<file path="config.mk">
export PLATFORM = sky130hd
export DESIGN_NAME = lzsd_ctrl
export DESIGN_NICKNAME = d
export VERILOG_FILES = /design/src/hdl/lzsd_pkg.sv /design/src/hdl/lzsd_ctrl.sv
export SDC_FILE = /design/constraint.sdc
export NUM_CORES = 1
export LEC_CHECK = 0
export BUFFER_PORTS_ARGS = -buffer_cell sky130_fd_sc_hd__clkbuf_2
export CAP_MARGIN = 20
export CORE_AREA = 3 3 40 42
export CTS_CLUSTER_DIAMETER = 30
export CTS_CLUSTER_SIZE = 24
export DETAILED_ROUTE_END_ITERATION = 7
export DIE_AREA = 0 0 43 45
export PLACE_DENSITY = 0.42
export RECOVER_POWER = 25
export SETUP_SLACK_MARGIN = 0.2
export SLEW_MARGIN = 15
export SYNTH_ARGS = -nofsm -noshare
export SYNTH_HDL_FRONTEND = slang
export SYNTH_SLANG_ARGS = --single-unit
</file>
<file path="constraint.sdc">
create_clock -name clock -period 1.3 [get_ports clock]
set_input_delay 0.26 -clock clock [delete_from_list [all_inputs] [get_ports clock]]
set_output_delay 0.26 -clock clock [all_outputs]
set_load 0.02 [all_outputs]
</file>
<file path="src/hdl/lzsd_pkg.sv">
// Shared types and constants for the LZ77 stream decoder.
// Used by lzsd_ctrl, lzsd_datapath and lz77_stream_decoder; no dependencies.
package lzsd_pkg;

   localparam int BYTE_W   = 8;
   localparam int LIT_BITS = 8;

   // Token field being gathered from the bit stream
   typedef enum logic [1:0] {
      STG_FLAG = 2'd0,
      STG_LIT  = 2'd1,
      STG_LEN  = 2'd2,
      STG_DIST = 2'd3
   } stage_type;

   // Controller states
   typedef enum logic [2:0] {
      ST_IDLE    = 3'd0,
      ST_BITS    = 3'd1,
      ST_COPY_RD = 3'd2,
      ST_COPY_WR = 3'd3,
      ST_FLUSH   = 3'd4
   } state_type;

   // Controller to datapath
   typedef struct packed {
      logic load;   // capture a new code word
      logic step;   // consume one bit of the code word
      logic rd;     // read history at copy source
      logic wr;     // write/emit one copied byte
      logic flush;  // release held result marked as last
   } cmd_type;

   // Datapath to controller
   typedef struct packed {
      logic bits_more;  // unconsumed bits left and stream not finished
      logic match_go;   // next bit completes a match distance
      logic hold_room;  // hold stage can take a new result
      logic hold_v;     // hold stage has a result
      logic out_room;   // output register can take a word
      logic copy_last;  // copy counter on its final byte
   } sts_type;

endpackage

</file>
<file path="src/hdl/lzsd_ctrl.sv">
// Sequencer for the LZ77 stream decoder: bit stepping, match copy, result flush.
// Depends on lzsd_pkg.
module lzsd_ctrl (
   input  logic             clock,
   input  logic             reset,
   input  logic             req_tvalid,
   output logic             req_tready,
   input  lzsd_pkg::sts_type sts,
   output lzsd_pkg::cmd_type cmd
);
   import lzsd_pkg::*;

   state_type state_ff, state_in;

   always_ff @(posedge clock) begin
      if (reset) begin
         state_ff <= ST_IDLE;
      end else begin
         state_ff <= state_in;
      end
   end

   // next state
   always_comb begin
      state_in = state_ff;
      unique case (state_ff)
         ST_IDLE: begin
            if (req_tvalid) state_in = ST_BITS;
         end
         ST_BITS: begin
            if (!sts.bits_more) begin
               state_in = ST_FLUSH;
            end else if (sts.hold_room && sts.match_go) begin
               state_in = ST_COPY_RD;
            end
         end
         ST_COPY_RD: begin
            state_in = ST_COPY_WR;
         end
         ST_COPY_WR: begin
            if (sts.hold_room) state_in = sts.copy_last ? ST_BITS : ST_COPY_RD;
         end
         ST_FLUSH: begin
            if (!sts.hold_v || sts.out_room) state_in = ST_IDLE;
         end
         default: state_in = ST_IDLE;
      endcase
   end

   // outputs
   always_comb begin
      cmd        = '0;
      req_tready = 1'b0;
      unique case (state_ff)
         ST_IDLE: begin
            req_tready = 1'b1;
            cmd.load   = req_tvalid;
         end
         ST_BITS: begin
            cmd.step = sts.bits_more && sts.hold_room;
         end
         ST_COPY_RD: begin
            cmd.rd = 1'b1;
         end
         ST_COPY_WR: begin
            cmd.wr = sts.hold_room;
         end
         ST_FLUSH: begin
            cmd.flush = !sts.hold_v || sts.out_room;
         end
         default: begin
            cmd = '0;
         end
      endcase
   end

endmodule

</file>
# --- Word-level counts from Yosys, hierarchy flattened ---
# Index checks and enable logic that the tools add are counted.
classes:
  n_eq_ne: 8
  mux: 13
  n_reduce_logical: 6
ops:
  columns: ["cell", "n"]
  rows:
  - ["$mux W3", 5]
  - ["$pmux W3 S5", 1]
  - ["$eq A3 B2 Y1 const B", 2]
  - ["$mux W1", 6]
  - ["$ne A2 B2 Y1 const B", 3]
  - ["$reduce_and A4 Y1", 1]
  - ["$eq A3 B1 Y1 const B", 1]
  - ["$eq A3 B3 Y1 const B", 1]
  - ["$logic_not A3 Y1", 1]
  - ["$ne A3 B3 Y1 const B", 1]
  - ["$logic_and A1 B1 Y1", 2]
  - ["$mux W2", 1]
  - ["$logic_not A1 Y1", 1]
  - ["$logic_or A1 B1 Y1", 1]
word_totals:
  ff_bits: 3
  output_inout_bits: 6
  wordCells: 28

# --- Logic depth before layout (Yosys ltp) ---
# Gate-level depths: netlist (run 1).
depth:
  depth_word: 4
  mapped_depth: 5
  depth_no_buf: 4

# --- Least setup slack after synthesis (run 1) ---
# No wires, ideal clock.
synth_timing:
  kind: "register to output"
  startpoint: "reg state_ff[1]"
  endpoint: "out cmd[4] in the netlist's numbering"
  arrival_ns: 1.118
  slack_ns: -0.078
  stages_incl_launch_ff: 4
  cell_sequence: "dfxtp_1 > buf_4 > nor3_2 > and2_1"
synth_lines:
  columns: ["element", "line", "source"]
  rows:
  - ["start, declared", "lzsd_ctrl.sv:13", "state_type state_ff, state_in;"]
  - ["start signal, assigned", "lzsd_ctrl.sv:19", "state_ff <= state_in;"]
  - ["end, declared", "lzsd_ctrl.sv:9", "output lzsd_pkg::cmd_type cmd"]

==> metrics.md, run 1 <==
| Metric | Value |
|---|---|
| Data required time of the worst path | 1.04 ns |
| Reg clk slew, reported paths | 0.04 ns |
| CORE AREA | 1285 sq um |
| DP HPWL | 554.4 microns |
| Largest reg by FF count | state_ff |
| GRT overflow | 0 |
| Crit path time final | 1.398 ns |
| Max Freq | approximately 720 MHz |
| Final setup viols | 5 |
| DR WL/cell | roughly 11 microns |
| Share of layout cells above drive strength 1 | 75.00% |
| Via count | about 300 |
| Clk network pwr share | a little over a third |
| Final number of max-transition violations | 0 |
| DP Worst Slack | 0.06980 ns |
| Peak supply drop | 382.1 uV |
| Final #Nets | 62 |
| Kind of critical path | reg -> out |
| Critical path origin | state_ff[0] |
| Root Buffer | clkbuf_4 |
| Final instance area | 500.5 sq um |
| Slowest cell on crit path | dfxtp_4 |
| Initial antenna violation count | 0 |
| CTS tree | built |
| Worst Tran Pin Value | 0.2682 ns |
| Clock Sinks | 3 |
| Top Registers | state_ff x3 |
| CP Cell Sequence | nor2b_4 > and4b_2 > buf_8 |
| Tcrit/Tclk final | 107.6% |
| Critical Path AT | 1.14 ns |
| Reg2reg start | state_ff[0] |
| Critical path's largest stage delay | 0.38 ns |
| Post-route antenna net violation count | 0 |
| Post-Layout Cell Count | 67 |
| Yosys warns | 0 |
| CP Max Fanout | 4 |
| Crit path buffers/inverters | 1 |
| Reg2Reg Capture Point | state_ff[1] |
| Bufs on Longest Clock Path | 2 |
| Gate Count Post-Synth | 29 |
| Mean number of vias per cell | approximately 4.5 |
| Num CTS Buffers | 3 |
| Hold Vio Cnt, Final | 0 |
| Most frequent cells in the layout | clkbuf_2, buf_4, clkbuf_4, clkbuf_8, dfxtp_4 |
| Synth Cell Area | between 200 and 300 sq um |
| RSZ-0062 raised after global routing | yes |
| Die Ht | 45 microns |
| Max_cap viols | 0 |
| Final Skew | 0.005500 ns |
| Gr usage total | 9.136% |
| Setup WS post-layout | -0.09825 ns |
| Die X | 43 microns |
| FF-to-FF setup slack | around 0.18 ns |
| Internal Power | 325.7 uW |
| Area Overhead vs Synth | 100.0% |
| Synthesis-stage register bit count | 3 |
| CP Capture Point | cmd[3] |
| Part of the power in registers | roughly a quarter |
| Die ar. | 1935 sq um |
| Mean area per synthesized cell | 8.629 sq um |
| Global-route wire length before repair | around 1200 microns |
| H-tree depth | 1 |
| Placed insts | 58 |
| Outcome | finished with violations |
| Port bufs | 14 |
| Pleak | roughly 0.23 nW |
| Min Hold Slack | 0.2137 ns |
| Sw frac | 32.31% |
| Largest net degree at the start of global routing | 9 |
| Critical path depth | 3 |
| Initial Util | 19.47% |
| Sequential share of the synthesized area | between 20% and 30% |
| Number of global-route vias before repair | 303 |
| N_diodes | 0 |
| Number of remaining DRC errors | 0 |
| Critical path endpoint category | primary output |
| Syn_nets | 38 |
| HP Class | in -> reg |
| I/O pin cnt | 15 |
| Critical path startpoint category | register |
| Iteration-0 DRC Markers | 6 |
| Max FFs per register | 3 |
| Clock latency on the worst-skew pair | 0.24 ns |
| Slew margin rel. | 82.08% |
| Critical path's top delay family | simple AND/OR/NAND/NOR gates |
| Switching Power | 155.4 uW |
| Power density over cell area | 961.3 nW/um^2 |
| DRT Wirelength | 758 microns |
| Placement-stage cell area | about 360 sq um |
| FP Rows | 13 |
| Unique masters post-synth | 22 |
| Failing checks | setup timing |
| Reg2reg path depth | 6 |
| Pwr Total | a little under 500 uW |
| TritonRoute pass-1 iters | 2 |
| RD Place Congestion | 0.7313 |
| Comb pwr share | 39.7% |
| Most common cell after layout, fill and taps aside | clkbuf_2 |
[worst min path at each step]
| stage | start | depth (start not counted) | slack, ns | to |
|---|---|---|---|---|
| 3_5_place_dp | reset | 2 | 0.47 | state_ff[0] |
| 4_1_cts | reset | 2 | 0.21 | state_ff[0] |
| 6_report | reset | 2 | 0.21 | state_ff[0] |
| 5_1_grt | reset | 2 | 0.21 | state_ff[1] |
| 3_3_place_gp | reset | 2 | 0.47 | state_ff[1] |
| 2_1_floorplan | reset | 1 | 0.32 | state_ff[0] |
[layout make-up]
class | count | area (sq um)
clock buffer | 4 | 26.28
fill | 135 | 784.5
inverter | 1 | 6.256
multi-input combinational | 23 | 198.9
sequential | 3 | 71.32
tap | 15 | 18.77
timing repair buffer | 21 | 178.9
[timing repair]
action | 4_1_cts | 5_1_grt
pin swaps | 2 | 5
endpoints found under the hold margin | 0 | 0
hold buffers | 0 | 0
buffers inserted | 3 | 2
gates resized for setup | 18 | 6
gates cloned | 0 | 0
setup endpoints to repair | 8 | 8
[Yosys cell counts]
| library cell | number | area, sq um |
|---|---|---|
| a21o_1 | 1 | 7.510 |
| a21oi_1 | 2 | 10.01 |
| a21oi_2 | 1 | 8.760 |
| a31oi_1 | 2 | 12.51 |
| and2_1 | 1 | 6.260 |
| and3_1 | 1 | 6.260 |
| and4b_1 | 1 | 10.01 |
| buf_4 | 1 | 7.510 |
| buf_6 | 1 | 11.26 |
| dfxtp_1 | 3 | 60.06 |
| inv_2 | 1 | 3.750 |
| nand2_1 | 2 | 7.510 |
| nor2_1 | 1 | 3.750 |
| nor2b_1 | 1 | 6.260 |
| nor2b_4 | 1 | 13.76 |
| nor3_1 | 2 | 10.01 |
| nor3_2 | 2 | 20.02 |
| nor3b_1 | 1 | 7.510 |
| nor4b_2 | 1 | 15.01 |
| o211ai_2 | 1 | 12.51 |
| o21ai_0 | 1 | 5.000 |
| o21ai_1 | 1 | 5.000 |
[layer usage]
metal / track usage (%) / vias to the layer above / share of wire, %
li1: - / 153 / -
met1: 9.091 / 133 / 39
met2: 14.37 / 13 / 51
met3: 4.781 / 2 / 7.9
met4: 7.229 / 0 / 1.8
met5: 0 / - / 0
[kinds of logic after synthesis]
logic type | Yosys count | share of synthesized area, %
DFF | 3 | 24.00
and+or+nand+nor | 14 | 42.50
buffers and inverters | 3 | 8.999
AOI/OAI and AO/OA | 9 | 24.50
[power by group through the flow]
stage | registers [mW] | clock network, mW | logic [mW]
global placement | 0.124 | 0 | 0.127
global route | 0.122 | 0.192 | 0.205
CTS | 0.121 | 0.175 | 0.171
floorplan | 0.110 | 0 | 0.106
finish | 0.120 | 0.170 | 0.191
detailed placement | 0.126 | 0 | 0.126
[per-stage QoR]
| step | TNS (ns) | utilization [%] |
|---|---|---|
| 3_5_place_dp | 0 | 27.95 |
| 6_report | -0.2339 | 38.95 |
| 3_3_place_gp | 0 | 27.95 |
| 4_1_cts | -0.3306 | 36.81 |
| 5_1_grt | -0.4879 | 38.95 |
| 2_1_floorplan | 0 | - |
[worst reg2reg max path, stage by stage, from the launching register on]
cell	delay, ns
dfxtp_4	0.36
buf_4	0.14
buf_6	0.12
a21oi_2	0.12
a31oi_1	0.06
a21oi_2	0.16
nor3_2	0.04
Note: power is estimated with default switching activity, not from simulation.
==> run 2, diff against run 1 <==
- CAP_MARGIN: 20 -> default
- CTS_BUF_LIST: default -> sky130_fd_sc_hd__clkbuf_8
==> run 2 against run 1 <==
  * The flow still finishes with violations (setup timing)
  * Combinational power barely moved
  * Global-route usage rose by 0.083 points
  * Register-to-register slack got worse by 0.02 ns
  * Power rose by 20%
  * Worst setup slack improved by 0.027 ns
  * First-iteration DRC count fell by 83%
  * Clock power rose by 55%
  * Count of clock-buffer cells in the layout fell by 1
  * Non-clock buffer count fell by 1
  * Sequential power barely moved
  * Largest cell class unchanged
==> metrics.md, run 2 (same netlist as run 1, synthesis figures left out) <==
| Metric | Value |
|---|---|
| FP Rows | 13 (unchanged) |
| I/O pin cnt | 15 (unchanged) |
| Worst Tran Pin Value | 0.2685 ns (was 0.2682 ns) |
| DP Worst Slack | 0.06980 ns (unchanged) |
| Final setup viols | 4 (was 5) |
| Data required time of the worst path | 1.04 ns (about the same) |
| Hold Vio Cnt, Final | 0 (unchanged) |
| Final Skew | 0.003712 ns (was 0.005500 ns) |
| Root Buffer | clkbuf_8 (was clkbuf_4) |
| Iteration-0 DRC Markers | 1 (was 6) |
| Clock Sinks | 3 (unchanged) |
| RD Place Congestion | 0.7313 (unchanged) |
| Port bufs | 14 (unchanged) |
| Max_cap viols | 0 (unchanged) |
| DR WL/cell | 11.91 microns (was 11.31 microns) |
| Global-route wire length before repair | 1269 microns (was 1242 microns) |
| Failing checks | setup timing (unchanged) |
| Die Ht | 45 microns (unchanged) |
| Internal Power | 411.3 uW (was 325.7 uW) |
| Power density over cell area | 1114 nW/um^2 (was 961.3 nW/um^2) |
| Share of layout cells above drive strength 1 | 76.47% (was 75.00%) |
| HP Class | in -> reg (unchanged) |
| Slew margin rel. | 82.06% (was 82.08%) |
| M1 WL | 291 microns (was 296 microns) |
| Peak supply drop | 388.9 uV (was 382.1 uV) |
| Final number of max-transition violations | 0 (unchanged) |
| Kind of critical path | reg -> out (unchanged) |
| Most frequent cells in the layout | clkbuf_2, clkbuf_8, buf_4 (was clkbuf_2, buf_4, clkbuf_4, clkbuf_8, dfxtp_4) |
| Max Freq | 729.1 MHz (was 715.2 MHz) |
| DRT Wirelength | 786 microns (was 758 microns) |
| Clock latency on the worst-skew pair | 0.22 ns (was 0.24 ns) |
| Gr usage total | 9.219% (was 9.136%) |
| Initial Util | 19.47% (unchanged) |
| Max FFs per register | 3 (unchanged) |
| Via count | 304 (was 301) |
| Bufs on Longest Clock Path | 2 (unchanged) |
| Number of remaining DRC errors | 0 (unchanged) |
| Register area | 71.32 sq um (unchanged) |
| Part of the power in registers | 20.9% (was 24.9%) |
| Crit path time final | 1.372 ns (was 1.398 ns) |
| GRT overflow | 0 (unchanged) |
| Number of global-route vias before repair | 318 (was 303) |
| RSZ-0062 raised after global routing | yes (unchanged) |
| Largest net degree at the start of global routing | 9 (unchanged) |
| H-tree depth | 1 (unchanged) |
| N_diodes | 0 (unchanged) |
| Sw frac | 28.73% (was 32.31%) |
| Comb pwr share | 33.5% (was 39.7%) |
| Final #Nets | 61 (was 62) |
| Switching Power | 165.8 uW (was 155.4 uW) |
| Pleak | 0.2320 nW (was 0.2251 nW) |
| CORE AREA | 1285 sq um (unchanged) |
| Multi-input combinational cell area | 205.2 sq um (was 198.9 sq um) |
| Met2 Wirelength | 431 microns (was 386 microns) |
| DP HPWL | 554.4 microns (unchanged) |
| Top Registers | state_ff x3 (unchanged) |
| Mean number of vias per cell | 4.606 (was 4.493) |
| Die X | 43 microns (unchanged) |
| Setup WS post-layout | -0.07152 ns (was -0.09825 ns) |
| Critical Path AT | 1.11 ns (was 1.14 ns) |
| Outcome | finished with violations (unchanged) |
| Die ar. | 1935 sq um (unchanged) |
| Num CTS Buffers | 3 (unchanged) |
| Tcrit/Tclk final | 105.5% (was 107.6%) |
| Uppermost layer routed | met3 (was met4) |
| Reg clk slew, reported paths | 0.03 ns (was 0.04 ns) |
| Initial antenna violation count | 0 (unchanged) |
| CTS tree | built (unchanged) |
| TritonRoute pass-1 iters | 2 (unchanged) |
| Most common cell after layout, fill and taps aside | clkbuf_2 (unchanged) |
| Fin util | 40.31% (was 38.95%) |
| Metal3 WL | 63 microns (was 60 microns) |
| Pwr Total | 577.1 uW (was 481.1 uW) |
| Post-route antenna net violation count | 0 (unchanged) |
| Critical path startpoint category | register (unchanged) |
| Clk network pwr share | 45.7% (was 35.3%) |
| CP Max Fanout | 4 (unchanged) |
| Fillcell total | 138 (was 135) |
| Largest reg by FF count | state_ff (unchanged) |
| Area Overhead vs Synth | 107.0% (was 100.0%) |
| Critical path endpoint category | primary output (unchanged) |
run 2: cell types whose count changed in the layout (fill, tap and decap cells not counted):
cell / delta
clkbuf_4: -3
clkbuf_8: +3
a31oi_1: -1
a31oi_2: +1
buf_4: -1
clkbuf_1: -1
inv_1: +1
run 2: power groups by stage:
stage          combinational (mW)  clock [mW]  sequential (mW)
2_1_floorplan               0.106           0            0.110
3_3_place_gp                0.127           0            0.124
3_5_place_dp                0.126           0            0.126
4_1_cts                     0.171       0.271            0.121
5_1_grt                     0.206       0.286            0.122
6_report                    0.193       0.263            0.120
run 2: worst paths after layout:
path                    start     endpoint  slack (ns)  cells past startpoint
setup reg to reg  state_ff[0]  state_ff[1]        0.16                      6
setup / recovery  state_ff[0]       cmd[3]       -0.07                      3
hold reg to reg   state_ff[2]  state_ff[1]        0.50                      1
hold / removal          reset  state_ff[0]        0.24                      2
run 2: per-stage QoR:
step           setup TNS, ns  area, sq um  hold slack [ns]  cells
2_1_floorplan              0        277.8           0.3217     29
3_3_place_gp               0        359.1           0.4746     58
3_5_place_dp               0        359.1           0.4652     58
4_1_cts              -0.2172        491.7           0.2354     65
5_1_grt              -0.2988        518.0           0.2463     66
6_report             -0.1370        518.0           0.2407     66
run 2: per-layer routing:
metal  vias to the layer above  global-route usage (%)
met5                         -                       0
met2                        13                   15.87
met3                         0                   3.586
li1                        150                       -
met4                         0                   7.229
met1                       141                   8.852
run 2: worst max-delay path: stages (launching register included):
cell and delay (ns):
dfxtp_4 0.38, nor2b_4 0.16, and4b_2 0.24, buf_8 0.11
run 2: area by class of cell:
cell class / instances / share of cell area, %
Sequential cell: 3 / 13.77
Tap cell: 15 / 3.623
Clock inverter: 1 / 0.7246
Multi-Input combinational cell: 23 / 39.61
Clock buffer: 3 / 7.971
Inverter: 1 / 1.208
Timing Repair Buffer: 20 / 33.09
run 2: what timing repair did:
item | in CTS | in global routing
setup endpoints to repair | 8 | 8
hold buffers | 0 | 0
resized for setup | 18 | 7
buffers inserted | 3 | 1
pin swaps | 2 | 5
